===== config.mk =====
export PLATFORM = sky130hd
export DESIGN_NAME = mf1d_out_buf
export DESIGN_NICKNAME = d
export VERILOG_FILES = /design/src/hdl/mf1d_out_buf.sv
export SDC_FILE = /design/constraint.sdc
export NUM_CORES = 1
export LEC_CHECK = 0
export ABC_AREA = 1
export BUFFER_PORTS_ARGS = -buffer_cell sky130_fd_sc_hd__clkbuf_2
export CAP_MARGIN = 20
export CORE_MARGIN = 4
export CORE_UTILIZATION = 37
export CTS_CLUSTER_SIZE = 24
export DETAILED_ROUTE_END_ITERATION = 6
export PLACE_DENSITY = 0.64
export SLEW_MARGIN = 25
export SYNTH_ARGS = -nofsm -noshare
export SYNTH_HDL_FRONTEND = slang
export SYNTH_SLANG_ARGS = --single-unit

===== constraint.sdc =====
create_clock -name clk -period 4.4 [get_ports clk]
set_clock_uncertainty 0.15 [all_clocks]
set_input_delay 0.88 -clock clk [delete_from_list [all_inputs] [get_ports clk]]
set_output_delay 0.88 -clock clk [all_outputs]
set_load 0.02 [all_outputs]

===== src/hdl/mf1d_out_buf.sv =====
// mf1d_out_buf: two-slot output register with skid slot
// no package dependency

module mf1d_out_buf #(
    parameter int DATA_W = 18
)(
    input  logic              clk,
    input  logic              rst_n,
    input  logic              load,
    input  logic [DATA_W-1:0] load_data,
    output logic              can_load,
    output logic              out_valid,
    output logic [DATA_W-1:0] out_data,
    input  logic              out_ready
);

    logic              main_v_reg;
    logic              main_v_next;
    logic              skid_v_reg;
    logic              skid_v_next;
    logic [DATA_W-1:0] main_d_reg;
    logic [DATA_W-1:0] skid_d_reg;
    logic              pop;
    logic              main_from_skid;
    logic              main_from_in;
    logic              skid_from_in;

    assign pop      = main_v_reg && out_ready;
    assign can_load = !skid_v_reg;

    always_comb
    begin
        main_v_next    = main_v_reg;
        skid_v_next    = skid_v_reg;
        main_from_skid = 1'b0;
        main_from_in   = 1'b0;
        skid_from_in   = 1'b0;
        if (pop)
        begin
            if (skid_v_reg)
            begin
                main_from_skid = 1'b1;
                skid_v_next    = 1'b0;
            end
            else
            begin
                main_v_next  = load;
                main_from_in = load;
            end
        end
        else if (main_v_reg)
        begin
            if (load)
            begin
                skid_from_in = 1'b1;
                skid_v_next  = 1'b1;
            end
        end
        else
        begin
            main_v_next  = load;
            main_from_in = load;
        end
    end

    always_ff @(posedge clk or negedge rst_n)
    begin
        if (!rst_n)
        begin
            main_v_reg <= 1'b0;
            skid_v_reg <= 1'b0;
        end
        else
        begin
            main_v_reg <= main_v_next;
            skid_v_reg <= skid_v_next;
        end
    end

    always_ff @(posedge clk)
    begin
        if (main_from_skid)
        begin
            main_d_reg <= skid_d_reg;
        end
        else if (main_from_in)
        begin
            main_d_reg <= load_data;
        end
        if (skid_from_in)
        begin
            skid_d_reg <= load_data;
        end
    end

    assign out_valid = main_v_reg;
    assign out_data  = main_d_reg;

`ifndef SYNTHESIS
    a_skid_needs_main: assert property (@(posedge clk) disable iff (!rst_n)
        skid_v_reg |-> main_v_reg)
        else $error("skid slot holds a word while the main slot is empty");

    a_no_load_when_full: assert property (@(posedge clk) disable iff (!rst_n)
        load |-> !skid_v_reg)
        else $error("word loaded while both slots are full");

    a_skid_refills_main: assert property (@(posedge clk) disable iff (!rst_n)
        (skid_v_reg && out_ready) |=> main_v_reg)
        else $error("skid word lost on pop");
`endif

endmodule


; ---- After elaboration in Yosys (flattened, before gate mapping)
; Index checks and enable logic that the tools add are counted.
[totals]
ff_bits = 38
in_bits = 22
out_inout_bits = 20
wordCells = 27
[classes]
n_eq_ne = 1
n_mux = 16
reduce_logical = 6
[op_table]
columns = cell, count
row1 = 2-to-1 mux 18 bit, 2
row2 = 2-to-1 mux 1 bit, 14
row3 = nonzero test 2 bit, 3
row4 = inequality test 2 bit (second input constant), 1
row5 = AND reduction 2 bit, 1
row6 = logical AND 1 bit, 1
row7 = logical NOT 1 bit, 1

; ---- Longest topological paths before layout
; Gate-level depths: netlist of run 1.
[logic_depth]
depth_word = 4
depth_mapped = 5
depth_no_buf = 5

; ---- Worst setup path after synthesis of run 1
; Ideal clock, no wire load.
[synth_path]
kind = input-to-reg
start = input load
end = register skid_d_reg[0] (enable)
setup_ps = 393
arrival_ps = 1734
required_ps = 3857
setup_slack_ps = 2123
path_stages = 2
path_buffers = 0
path_cell_list = nand2_1 > nor2_1
[synth_between]
elab_chain_len = 3
[synth_lines]
columns = item, line_no
row1 = start: declaration, 9  ; input logic load,
row2 = 2-to-1 mux 1 bit, 53  ; if (load)
row3 = 2-to-1 mux 1 bit, 51  ; else if (main_v_reg)
row4 = 2-to-1 mux 1 bit, 38  ; if (pop)
row5 = named net skid_from_in, 26  ; logic skid_from_in;
row6 = end signal: assignment, 92  ; skid_d_reg <= load_data;
row7 = end: declaration, 22  ; logic [DATA_W-1:0] skid_d_reg;
; The timed path passes the listed nets, and every way through them passes these cells.
; A chain may end at the register's enable or synchronous reset.

; ---- Worst setup path in the final report of run 1
[layout_path]
start = input out_ready
end = register main_d_reg[17] (netlist: out_data[17]) (enable)
[layout_between]
elab_chain_len = 3
elab_cells_between_ends = 4
classes_between = mux (2) / reduce/logical (2)
[layout_lines]
columns = item, line_no
row1 = start: declaration, 14  ; input logic out_ready
row2 = logical AND 1 bit (*), 28  ; assign pop = main_v_reg && out_ready;
row3 = 2-to-1 mux 1 bit, 38
row4 = nonzero test 2 bit (no source line) (*), -
row5 = end signal: assignment, 84  ; main_d_reg <= skid_d_reg;
row6 = end signal: assignment, 88  ; main_d_reg <= load_data;
row7 = end: declaration, 21  ; logic [DATA_W-1:0] main_d_reg;
; Every way passes the cells marked *; elsewhere a longest branch is shown, timed or not.

==> key figures, run 1 <==
Yosys
  • Post-synth cell types: 9
  • Mapped Nets: 131
  • Sequential element share of the synthesized area: 74.1%
  • #FFs+latches synth: 38
  • Post-synth top area share: 70.8%
  • Synth top area cells: edfxtp_1, o21ai_2, nand2_1
  • Synth Cell Area: 1530 µm²
  • Mean Syn Cell Area: 14.0 µm²
  • Largest area contributor in the netlist: edfxtp_1
  • Gate Count Post-Synth: 109
  • Ys Warns: 0

STA
  • Min Tclk post-route: 2.40 ns
  • Final hold vios: 0
  • Final setup violation count: 0
  • Final Cycle Share: 54.6%
  • Slew margin rel.: 49.7%
  • Setup ws final: 2.00 ns
  • F_max: 0.416 GHz
  • Sum Neg Setup Slack: 0 ns
  • Worst Max-Slew Pin Slew: 0.753 ns
  • RSZ-0062 raised after global routing: no
  • Max Slew Vio Count: 0

Placement
  • Pre-CTS setup slack: 1.66 ns
  • IO buf count: 41
  • Inst Count DP: 198
  • DPL Wire Length: 1.90 mm
  • Placer congestion estimate: 0.664

Power and ir drop
  • Pwr/cell area: 419 nW/µm²
  • Total power: 775 µW
  • Leakage: 0.000832 µW
  • Worst vdd ir: 0.243 mV

Global routing
  • Tot GR Track Use: 10.8%
  • Vias in the first global route: 894
  • Initial antenna violation count: 0
  • Gr ovfl total: 0
  • Largest net degree at the start of global routing: 38
  • First-pass GRT wire length: 4.15 mm

CTS
  • Clock Path Buffers: 2
  • Inserted Clock Buffers: 5
  • CTS clk-pin slew, worst paths: 0.06 ns
  • Clock root buffer: clkbuf_8
  • Setup Buffers After CTS: 0
  • Worst skew pair latency: 0.27 ns
  • Clock Sink Count: 38
  • CTS H-Tree Depth: 2
  • TritonCTS clock tree: done
  • Post-CTS Resized: 0
  • # hold bufs at CTS: 0

Critical path
  • CP Max Fanout: 37
  • CP Capture Type: flip-flop
  • Kind of critical path: input port to flip-flop
  • Startpoint types: input port
  • WP data arrival: 2.16 ns
  • Required @ worst endpoint: 4.16 ns

Detailed routing
  • Pre-antenna DRT Iters: 4
  • First DRT Iteration DRCs: 33
  • Vias: 888
  • Vias per Instance: 4.31
  • DRC Markers: 0
  • Drt total wl: 2.54 mm
  • Routed wire per std cell: 12.3 µm
  • Post-DRT Antenna Nets: 0

Floorplan
  • Die span in x: 72.2 µm
  • Die Span Y: 72.2 µm
  • Cell Rows: 23
  • Core box area: 4000 µm²
  • Starting Density: 38.2%
  • Die ar.: 5220 µm²
  • # IOs: 42

Final layout
  • Nets: 177
  • Filler instances: 357
  • Diode count: 0
  • Fin util: 46.2%
  • Area Growth Syn to Fin: 21.1%
  • Non-Filler Instances: 206
  • Share of cells above drive strength 1: 42.9%

Run status
  • Status: complete, no violations

Hold path
  • Path type of the worst min-delay path: input port to asynchronous set/reset pin

Job
  • Max cap viols: 0
logic make-up (layout without fill, tap and decap cells):
logic type,count (synthesis),after routing,synth area share (%)
AO/OA/AOI/OAI,18,18,10.3
buffers and inverters,24,71,7.38
flip-flops,38,38,74.1
AND/OR/NAND/NOR,29,29,8.20
report_power, final:
| part | leakage (µW) | switching [µW] | internal, µW |
|---|---|---|---|
| clock | 0.0000407 | 108 | 106 |
| combinational | 0.000429 | 80.1 | 35.8 |
| sequential | 0.000362 | 9.86 | 435 |
| total | 0.000832 | 198 | 577 |
cell usage after synthesis:
library cell	count
buf_6	3
dfrtp_1	2
edfxtp_1	36
inv_1	21
nand2_1	26
nand2_2	1
nand3_4	1
nor2_1	1
o21ai_2	18
metrics by stage:
stage	hold slack, ns	cell area [µm²]
finish	0.230	1850
global route	0.213	1850
floorplan	0.399	1530
global placement	0.405	1770
CTS	0.216	1850
detailed placement	0.413	1770
area by class of cell:
| class | instances | area (µm²) | area share, % |
|---|---|---|---|
| repair buffers | 42 | 213 | 11.5 |
| clock inverters | 3 | 11.3 | 0.609 |
| flip-flops and latches | 38 | 1130 | 61.2 |
| well taps | 50 | 62.6 | 3.39 |
| multi-input cells | 47 | 283 | 15.3 |
| clock buffers | 5 | 68.8 | 3.72 |
| inverters | 21 | 78.8 | 4.27 |
path summary, 6_finish.rpt:
path / startpoint / endpoint / slack [ns] / depth (start not counted)
hold reg to reg: skid_d_reg[17] / out_data[17] / 0.43 / 2
min in group clk: skid_d_reg[17] / out_data[17] / 0.43 / 2
hold / removal: rst_n / out_valid / 0.23 / 1
setup / recovery: out_ready / out_data[17] / 2.00 / 3
setup reg to reg: out_valid / out_data[17] / 2.27 / 2
max in group asynchronous: rst_n / skid_v_reg / 3.77 / 1
routing by layer:
metal / part of all wire [%] / GRT usage [%]
met3: 6.1 / 4.71
met4: 1.6 / 4.38
met2: 56 / 19.2
met5: 0 / 0
met1: 36 / 10.8
placed cells by master (no fill, tap or decap), drive strengths merged:
cell	n
clkbuf	46
edfxtp	36
nand2	27
inv	21
o21ai	18
clkinv	3
dfrtp	2
nand3	1
nor2	1
buf	1
worst max-delay path, cell delays in order:
cell,delay [ns]
clkbuf_2,0.14
nand3_4,0.39
nand2_1,0.75
Power figures use the tool's default switching activity.
==> run 2, diff against run 1 <==
--- a/config.mk
+++ b/config.mk
@@ -12,7 +12,7 @@
 export CORE_UTILIZATION = 37
 export CTS_CLUSTER_SIZE = 24
 export DETAILED_ROUTE_END_ITERATION = 6
-export PLACE_DENSITY = 0.64
+export PLACE_DENSITY = 0.66
 export SLEW_MARGIN = 25
 export SYNTH_ARGS = -nofsm -noshare
 export SYNTH_HDL_FRONTEND = slang
==> constraint.sdc (replaced) <==
create_clock -name clk -period 1.9 [get_ports clk]
set_clock_uncertainty 0.15 [all_clocks]
set_input_delay 0.38 -clock clk [delete_from_list [all_inputs] [get_ports clk]]
set_output_delay 0.38 -clock clk [all_outputs]
set_load 0.02 [all_outputs]
==> key figures, run 2 (synthesis gave the netlist of run 1 again) <==
Detailed routing
  • First DRT Iteration DRCs: 21
  • Post-DRT Antenna Nets: 0
  • Vias: 876
  • Vias per Instance: 4.19
  • Drt total wl: 2.46 mm
  • Pre-antenna DRT Iters: 4
  • DRC Markers: 0
  • Routed wire per std cell: 11.8 µm

Final layout
  • Filler instances: 356
  • Area Growth Syn to Fin: 23.8%
  • Final instance area: 1890 µm²
  • Leading cell types in the layout, fill and taps excluded: clkbuf_2, edfxtp_1, nand2_1
  • Nets: 180
  • Diode count: 0
  • Commonest non-fill, non-tap cell in the layout: clkbuf_2
  • Share of cells above drive strength 1: 44.7%

Critical path
  • CP Capture Type: output port
  • CP Max Fanout: 3
  • Worst path max stage delay: 0.41 ns
  • Startpoint types: flip-flop
  • Kind of critical path: flip-flop to output port
  • Top delay family on crit path: flip-flops
  • Buf/Inv on CP: 2
  • Slowest stage cell, crit path: dfrtp_1
  • WP data arrival: 0.96 ns
  • Required @ worst endpoint: 1.37 ns
  • Crit-path cells: inv_1 > clkbuf_2

CTS
  • Clock root buffer: clkbuf_8
  • Clock Sink Count: 38
  • Setup Buffers After CTS: 0
  • CTS clk-pin slew, worst paths: 0.07 ns
  • Inserted Clock Buffers: 5
  • Clock Path Buffers: 2
  • CTS H-Tree Depth: 2
  • TritonCTS clock tree: done
  • Worst skew pair latency: 0.27 ns

Placement
  • Placer congestion estimate: 0.664
  • IO buf count: 41
  • Placed inst area: 1800 µm²
  • DPL Wire Length: 1.81 mm

Global routing
  • Initial antenna violation count: 0
  • Largest net degree at the start of global routing: 37
  • First-pass GRT wire length: 4.06 mm
  • Gr ovfl total: 0
  • Vias in the first global route: 927
  • Tot GR Track Use: 10.8%

Floorplan
  • Core box area: 4000 µm²
  • Die span in x: 72.2 µm
  • # IOs: 42
  • Cell Rows: 23
  • Die Span Y: 72.2 µm
  • Starting Density: 38.2%
  • Die ar.: 5220 µm²

Run status
  • Status: complete, no violations

Power and ir drop
  • Combinational share of power: 15.6%
  • Worst vdd ir: 0.598 mV
  • Share of total power in sequential cells: 56.7%
  • Clock power share: 27.7%
  • Switch share: 25.3%
  • Psw: 459 µW
  • Leakage: 0.000853 µW
  • Internal: 1350 µW
  • Pwr/cell area: 960 nW/µm²
  • Total power: 1810 µW

STA
  • Max Slew Vio Count: 0
  • Slew margin rel.: 83.8%
  • Min Tclk post-route: 1.49 ns
  • RSZ-0062 raised after global routing: no
  • F_max: 0.673 GHz
  • Final setup violation count: 0
  • Final Cycle Share: 78.2%
  • Worst Max-Slew Pin Slew: 0.244 ns
  • Sum Neg Setup Slack: 0 ns
  • Final hold vios: 0

Job
  • Max cap viols: 0

Hold path
  • Path type of the worst min-delay path: input port to flip-flop
[run 2: changes by cell type in the layout (fill, tap and decap cells not counted), sizes merged]
cell	previous run	this run
dlygate4sd3	0	1
clkbuf	46	47
clkinv	3	2
buf	1	3
[run 2: metrics by stage]
step / std cells / worst slack [ns] / utilization, % / hold slack (ns)
detailed placement: 200 / 0.369 / 44.9 / 0.0178
global route: 209 / 0.318 / 47.2 / 0.120
finish: 209 / 0.414 / 47.2 / 0.142
global placement: 200 / 0.425 / 44.9 / 0.0154
CTS: 209 / 0.394 / 47.2 / 0.131
floorplan: 109 / 0.0838 / - / -0.0656
[run 2: worst reg2reg max path: stages (launching register included)]
cell     delay (ns)
dfrtp_1        0.41
inv_1          0.10
nand2_1        0.06
nand2_1        0.08
nand2_1        0.06
nand2_1        0.05
buf_4          0.25
[run 2: timing repair]
action                                 CTS  global route
endpoints found under the hold margin    2             0
resized for setup                        0             0
hold buffers                             1             0
[run 2: power by group through the flow]
stage / Clock, µW / Sequential, µW / Combinational (µW)
3_5_place_dp: 0 / 1050 / 286
4_1_cts: 524 / 1030 / 289
2_1_floorplan: 0 / 1110 / 123
6_report: 502 / 1030 / 282
5_1_grt: 573 / 1040 / 310
3_3_place_gp: 0 / 1050 / 276
[run 2: cell type report]
cell class | instances | area [µm²] | share of cell area [%]
flip-flops and latches | 38 | 1130 | 59.9
repair buffers | 45 | 250 | 13.2
inverters | 21 | 78.8 | 4.17
clock inverters | 2 | 8.76 | 0.464
clock buffers | 6 | 72.6 | 3.84
multi-input cells | 47 | 285 | 15.1
well taps | 50 | 62.6 | 3.31
[run 2: path summary, 6_finish.rpt]
path                               start              to  slack (ns)  depth (start not counted)
max in group asynchronous          rst_n      skid_v_reg        1.24                          2
hold / removal             load_data[11]  skid_d_reg[11]        0.14                          1
hold reg to reg            skid_d_reg[5]     out_data[5]        0.42                          2
setup reg to reg              skid_v_reg    out_data[15]        0.43                          6
setup / recovery              skid_v_reg        can_load        0.41                          2
min in group asynchronous          rst_n       out_valid        0.27                          2
[run 2: per-layer routing]
metal / GRT usage (%) / share of wire, %
met5: 0 / 0
met4: 6.89 / 1.6
met3: 4.57 / 5.2
met2: 19.1 / 58
met1: 9.95 / 35
==> run 3, diff against run 2 <==
--- a/config.mk
+++ b/config.mk
@@ -5,14 +5,14 @@
 export SDC_FILE = /design/constraint.sdc
 export NUM_CORES = 1
 export LEC_CHECK = 0
-export ABC_AREA = 1
+export ABC_AREA = 0
 export BUFFER_PORTS_ARGS = -buffer_cell sky130_fd_sc_hd__clkbuf_2
 export CAP_MARGIN = 20
 export CORE_MARGIN = 4
 export CORE_UTILIZATION = 37
 export CTS_CLUSTER_SIZE = 24
 export DETAILED_ROUTE_END_ITERATION = 6
-export PLACE_DENSITY = 0.66
+export PLACE_DENSITY = 0.67
 export SLEW_MARGIN = 25
 export SYNTH_ARGS = -nofsm -noshare
 export SYNTH_HDL_FRONTEND = slang
==> constraint.sdc (replaced) <==
create_clock -name clk -period 1.2 [get_ports clk]
set_clock_uncertainty 0.15 [all_clocks]
set_input_delay 0.24 -clock clk [delete_from_list [all_inputs] [get_ports clk]]
set_output_delay 0.24 -clock clk [all_outputs]
set_load 0.02 [all_outputs]
==> key figures, run 3 <==
Yosys
  • Main combinational cell family by area after synthesis: multiplexers
  • Ys Warns: 0
  • Gate Count Post-Synth: 67
  • Async SR Flop Fraction: 5.26%
  • Adder-cell area share of the yosys netlist: 0%
  • Post-synth cell types: 11
  • Largest area contributor in the netlist: edfxtp_1
  • EDFF count, synth: 36
  • Synth Area in Compound Gates: 1.90%
  • Mapped Nets: 89
  • Ys flop type: edfxtp_1
  • Synth Cell Area: 1450 µm²
  • Post-synthesis mux area share: 16.6%
  • Post-synthesis xor/xnor area fraction: 0%
  • Top post-synthesis cells by count: edfxtp_1, mux2_4, mux2_2, a21oi_1
  • Synth top area cells: edfxtp_1, mux2_4, mux2_2
  • Post-synth top area share: 74.7%
  • Most common cell in the netlist: edfxtp_1
  • Synth Area in Simple Gates: 2.07%
  • Mean Syn Cell Area: 21.6 µm²
  • Sequential element share of the synthesized area: 78.1%
  • #FFs+latches synth: 38

STA
  • Worst Max-Slew Pin Slew: 0.265 ns
  • Final setup violation count: 64
  • Setup ws final: -0.248 ns
  • Final hold vios: 0
  • Slew margin rel.: 82.4%
  • RSZ-0062 raised after global routing: yes
  • Max Slew Vio Count: 0
  • Final Cycle Share: 121%
  • Min Tclk post-route: 1.45 ns
  • F_max: 0.691 GHz

Critical path
  • Worst r2r dst: out_data[11]
  • Required @ worst endpoint: 1.09 ns
  • R2R cell count: 3
  • WP data arrival: 1.33 ns
  • Kind of critical path: flip-flop to flip-flop
  • CP Max Fanout: 5
  • CP Capture Type: flip-flop
  • Reg2reg setup slack: -0.25 ns
  • FF-to-FF Start: out_valid
  • Startpoint types: flip-flop

Global routing
  • Gr ovfl total: 0
  • Tot GR Track Use: 12.3%
  • Largest net degree at the start of global routing: 15
  • Initial antenna violation count: 0
  • First-pass GRT wire length: 4.51 mm
  • Vias in the first global route: 949

Power and ir drop
  • Leakage: 0.000987 µW
  • Pwr/cell area: 1330 nW/µm²
  • Worst vdd ir: 0.604 mV
  • Total power: 3070 µW

Final layout
  • Leading cell types in the layout, fill and taps excluded: edfxtp_1, clkbuf_2, mux2_4
  • Commonest non-fill, non-tap cell in the layout: edfxtp_1
  • Final instance area: 2310 µm²
  • Nets: 170
  • Area of the multi-input gates: 352 µm²
  • Area Growth Syn to Fin: 59.9%
  • Diode count: 0
  • Share of cells above drive strength 1: 58.4%
  • Filler instances: 283
  • Flip-flop and latch area: 1130 µm²
  • Fin util: 62.3%
  • Non-Filler Instances: 197

Detailed routing
  • Vias per Instance: 4.49
  • Vias: 885
  • Routed wire per std cell: 15.0 µm
  • DRC Markers: 0
  • Post-DRT Antenna Nets: 0
  • Drt total wl: 2.95 mm
  • First DRT Iteration DRCs: 30
  • Pre-antenna DRT Iters: 2

Floorplan
  • Die span in x: 70.6 µm
  • Die ar.: 4980 µm²
  • Cell Rows: 22
  • # IOs: 42
  • Core box area: 3720 µm²
  • Starting Density: 39.0%
  • Die Span Y: 70.6 µm

Hold path
  • Hold EP: skid_d_reg[5]
  • Path type of the worst min-delay path: input port to flip-flop
  • Hold Path Cell Cnt: 1
  • Hold_sp: load_data[5]

CTS
  • CTS clk-pin slew, worst paths: 0.07 ns
  • Clock Path Buffers: 2
  • Worst skew pair latency: 0.29 ns
  • Inserted Clock Buffers: 5
  • TritonCTS clock tree: done
  • CTS H-Tree Depth: 2
  • Clock root buffer: clkbuf_8
  • Clock Sink Count: 38

Placement
  • IO buf count: 41
  • Placed inst area: 1820 µm²
  • Inst Count DP: 165
  • Pre-CTS setup slack: -0.376 ns
  • Placer congestion estimate: 0.695
  • DPL Wire Length: 1.81 mm

Run status
  • Failing checks: setup timing
  • Status: finished, violations left

Job
  • Max cap viols: 0
[run 3: changes by cell type in the layout (fill, tap and decap cells not counted), sizes merged, moves of 4 or more]
cell / before / now
buf: 3 / 35
nand2: 27 / 0
clkbuf: 47 / 28
inv: 21 / 2
mux2: 0 / 18
o21ai: 18 / 0
dlygate4sd3: 1 / 17
a21oi: 0 / 4
[run 3: power breakdown]
group          total [µW]  switching (µW)  internal (µW)
sequential           1630            44.8           1580
clock                 791             404            387
combinational         658             276            382
total                3070             724           2350
[run 3: worst max path at each step]
stage	startpoint	end	depth (start not counted)
6_report	out_valid	out_data[11]	3
5_1_grt	out_valid	out_data[11]	3
4_1_cts	out_valid	out_data[3]	3
2_1_floorplan	out_valid	out_data[10]	3
3_5_place_dp	out_valid	out_data[8]	2
3_3_place_gp	out_valid	out_data[14]	2
[run 3: area by class of cell]
| type | count | area share, % |
|---|---|---|
| clock buffers | 5 | 2.97 |
| inverters | 2 | 0.432 |
| flip-flops and latches | 38 | 48.9 |
| clock inverters | 3 | 0.486 |
| multi-input cells | 26 | 15.2 |
| repair buffers | 75 | 29.4 |
| well taps | 48 | 2.59 |
[run 3: worst max-delay path, stage by stage (launching register included)]
cell and delay (ns):
dfrtp_2 0.46, nand3_4 0.11, buf_4 0.17, mux2_4 0.30
[run 3: layer usage]
metal | part of all wire [%] | vias to the layer above | track usage (%)
li1 | - | 422 | -
met1 | 41 | 428 | 13.4
met2 | 51 | 29 | 20.8
met3 | 5.8 | 6 | 5.11
met4 | 2.1 | 0 | 5.64
met5 | 0 | - | 0
[run 3: metrics by stage]
stage          TNS [ns]  hold slack, ns
4_1_cts          -10.99         0.00194
3_5_place_dp     -14.12          -0.119
5_1_grt          -13.64         0.00604
6_report         -10.78          0.0188
3_3_place_gp     -12.92          -0.123
2_1_floorplan    -14.43          -0.206
[run 3: cells by family after synthesis]
family,Yosys count
AOI/OAI and AO/OA,5
muxes,18
buffers and inverters,3
and+or+nand+nor,3
DFF,38
[run 3: timing repair]
action,in CTS,in global routing
resized for setup,12,52
pin swaps,1,2
hold buffers,14,3
endpoints found under the hold margin,15,3
buffers inserted,5,2
setup endpoints to repair,72,75
cloned,0,2
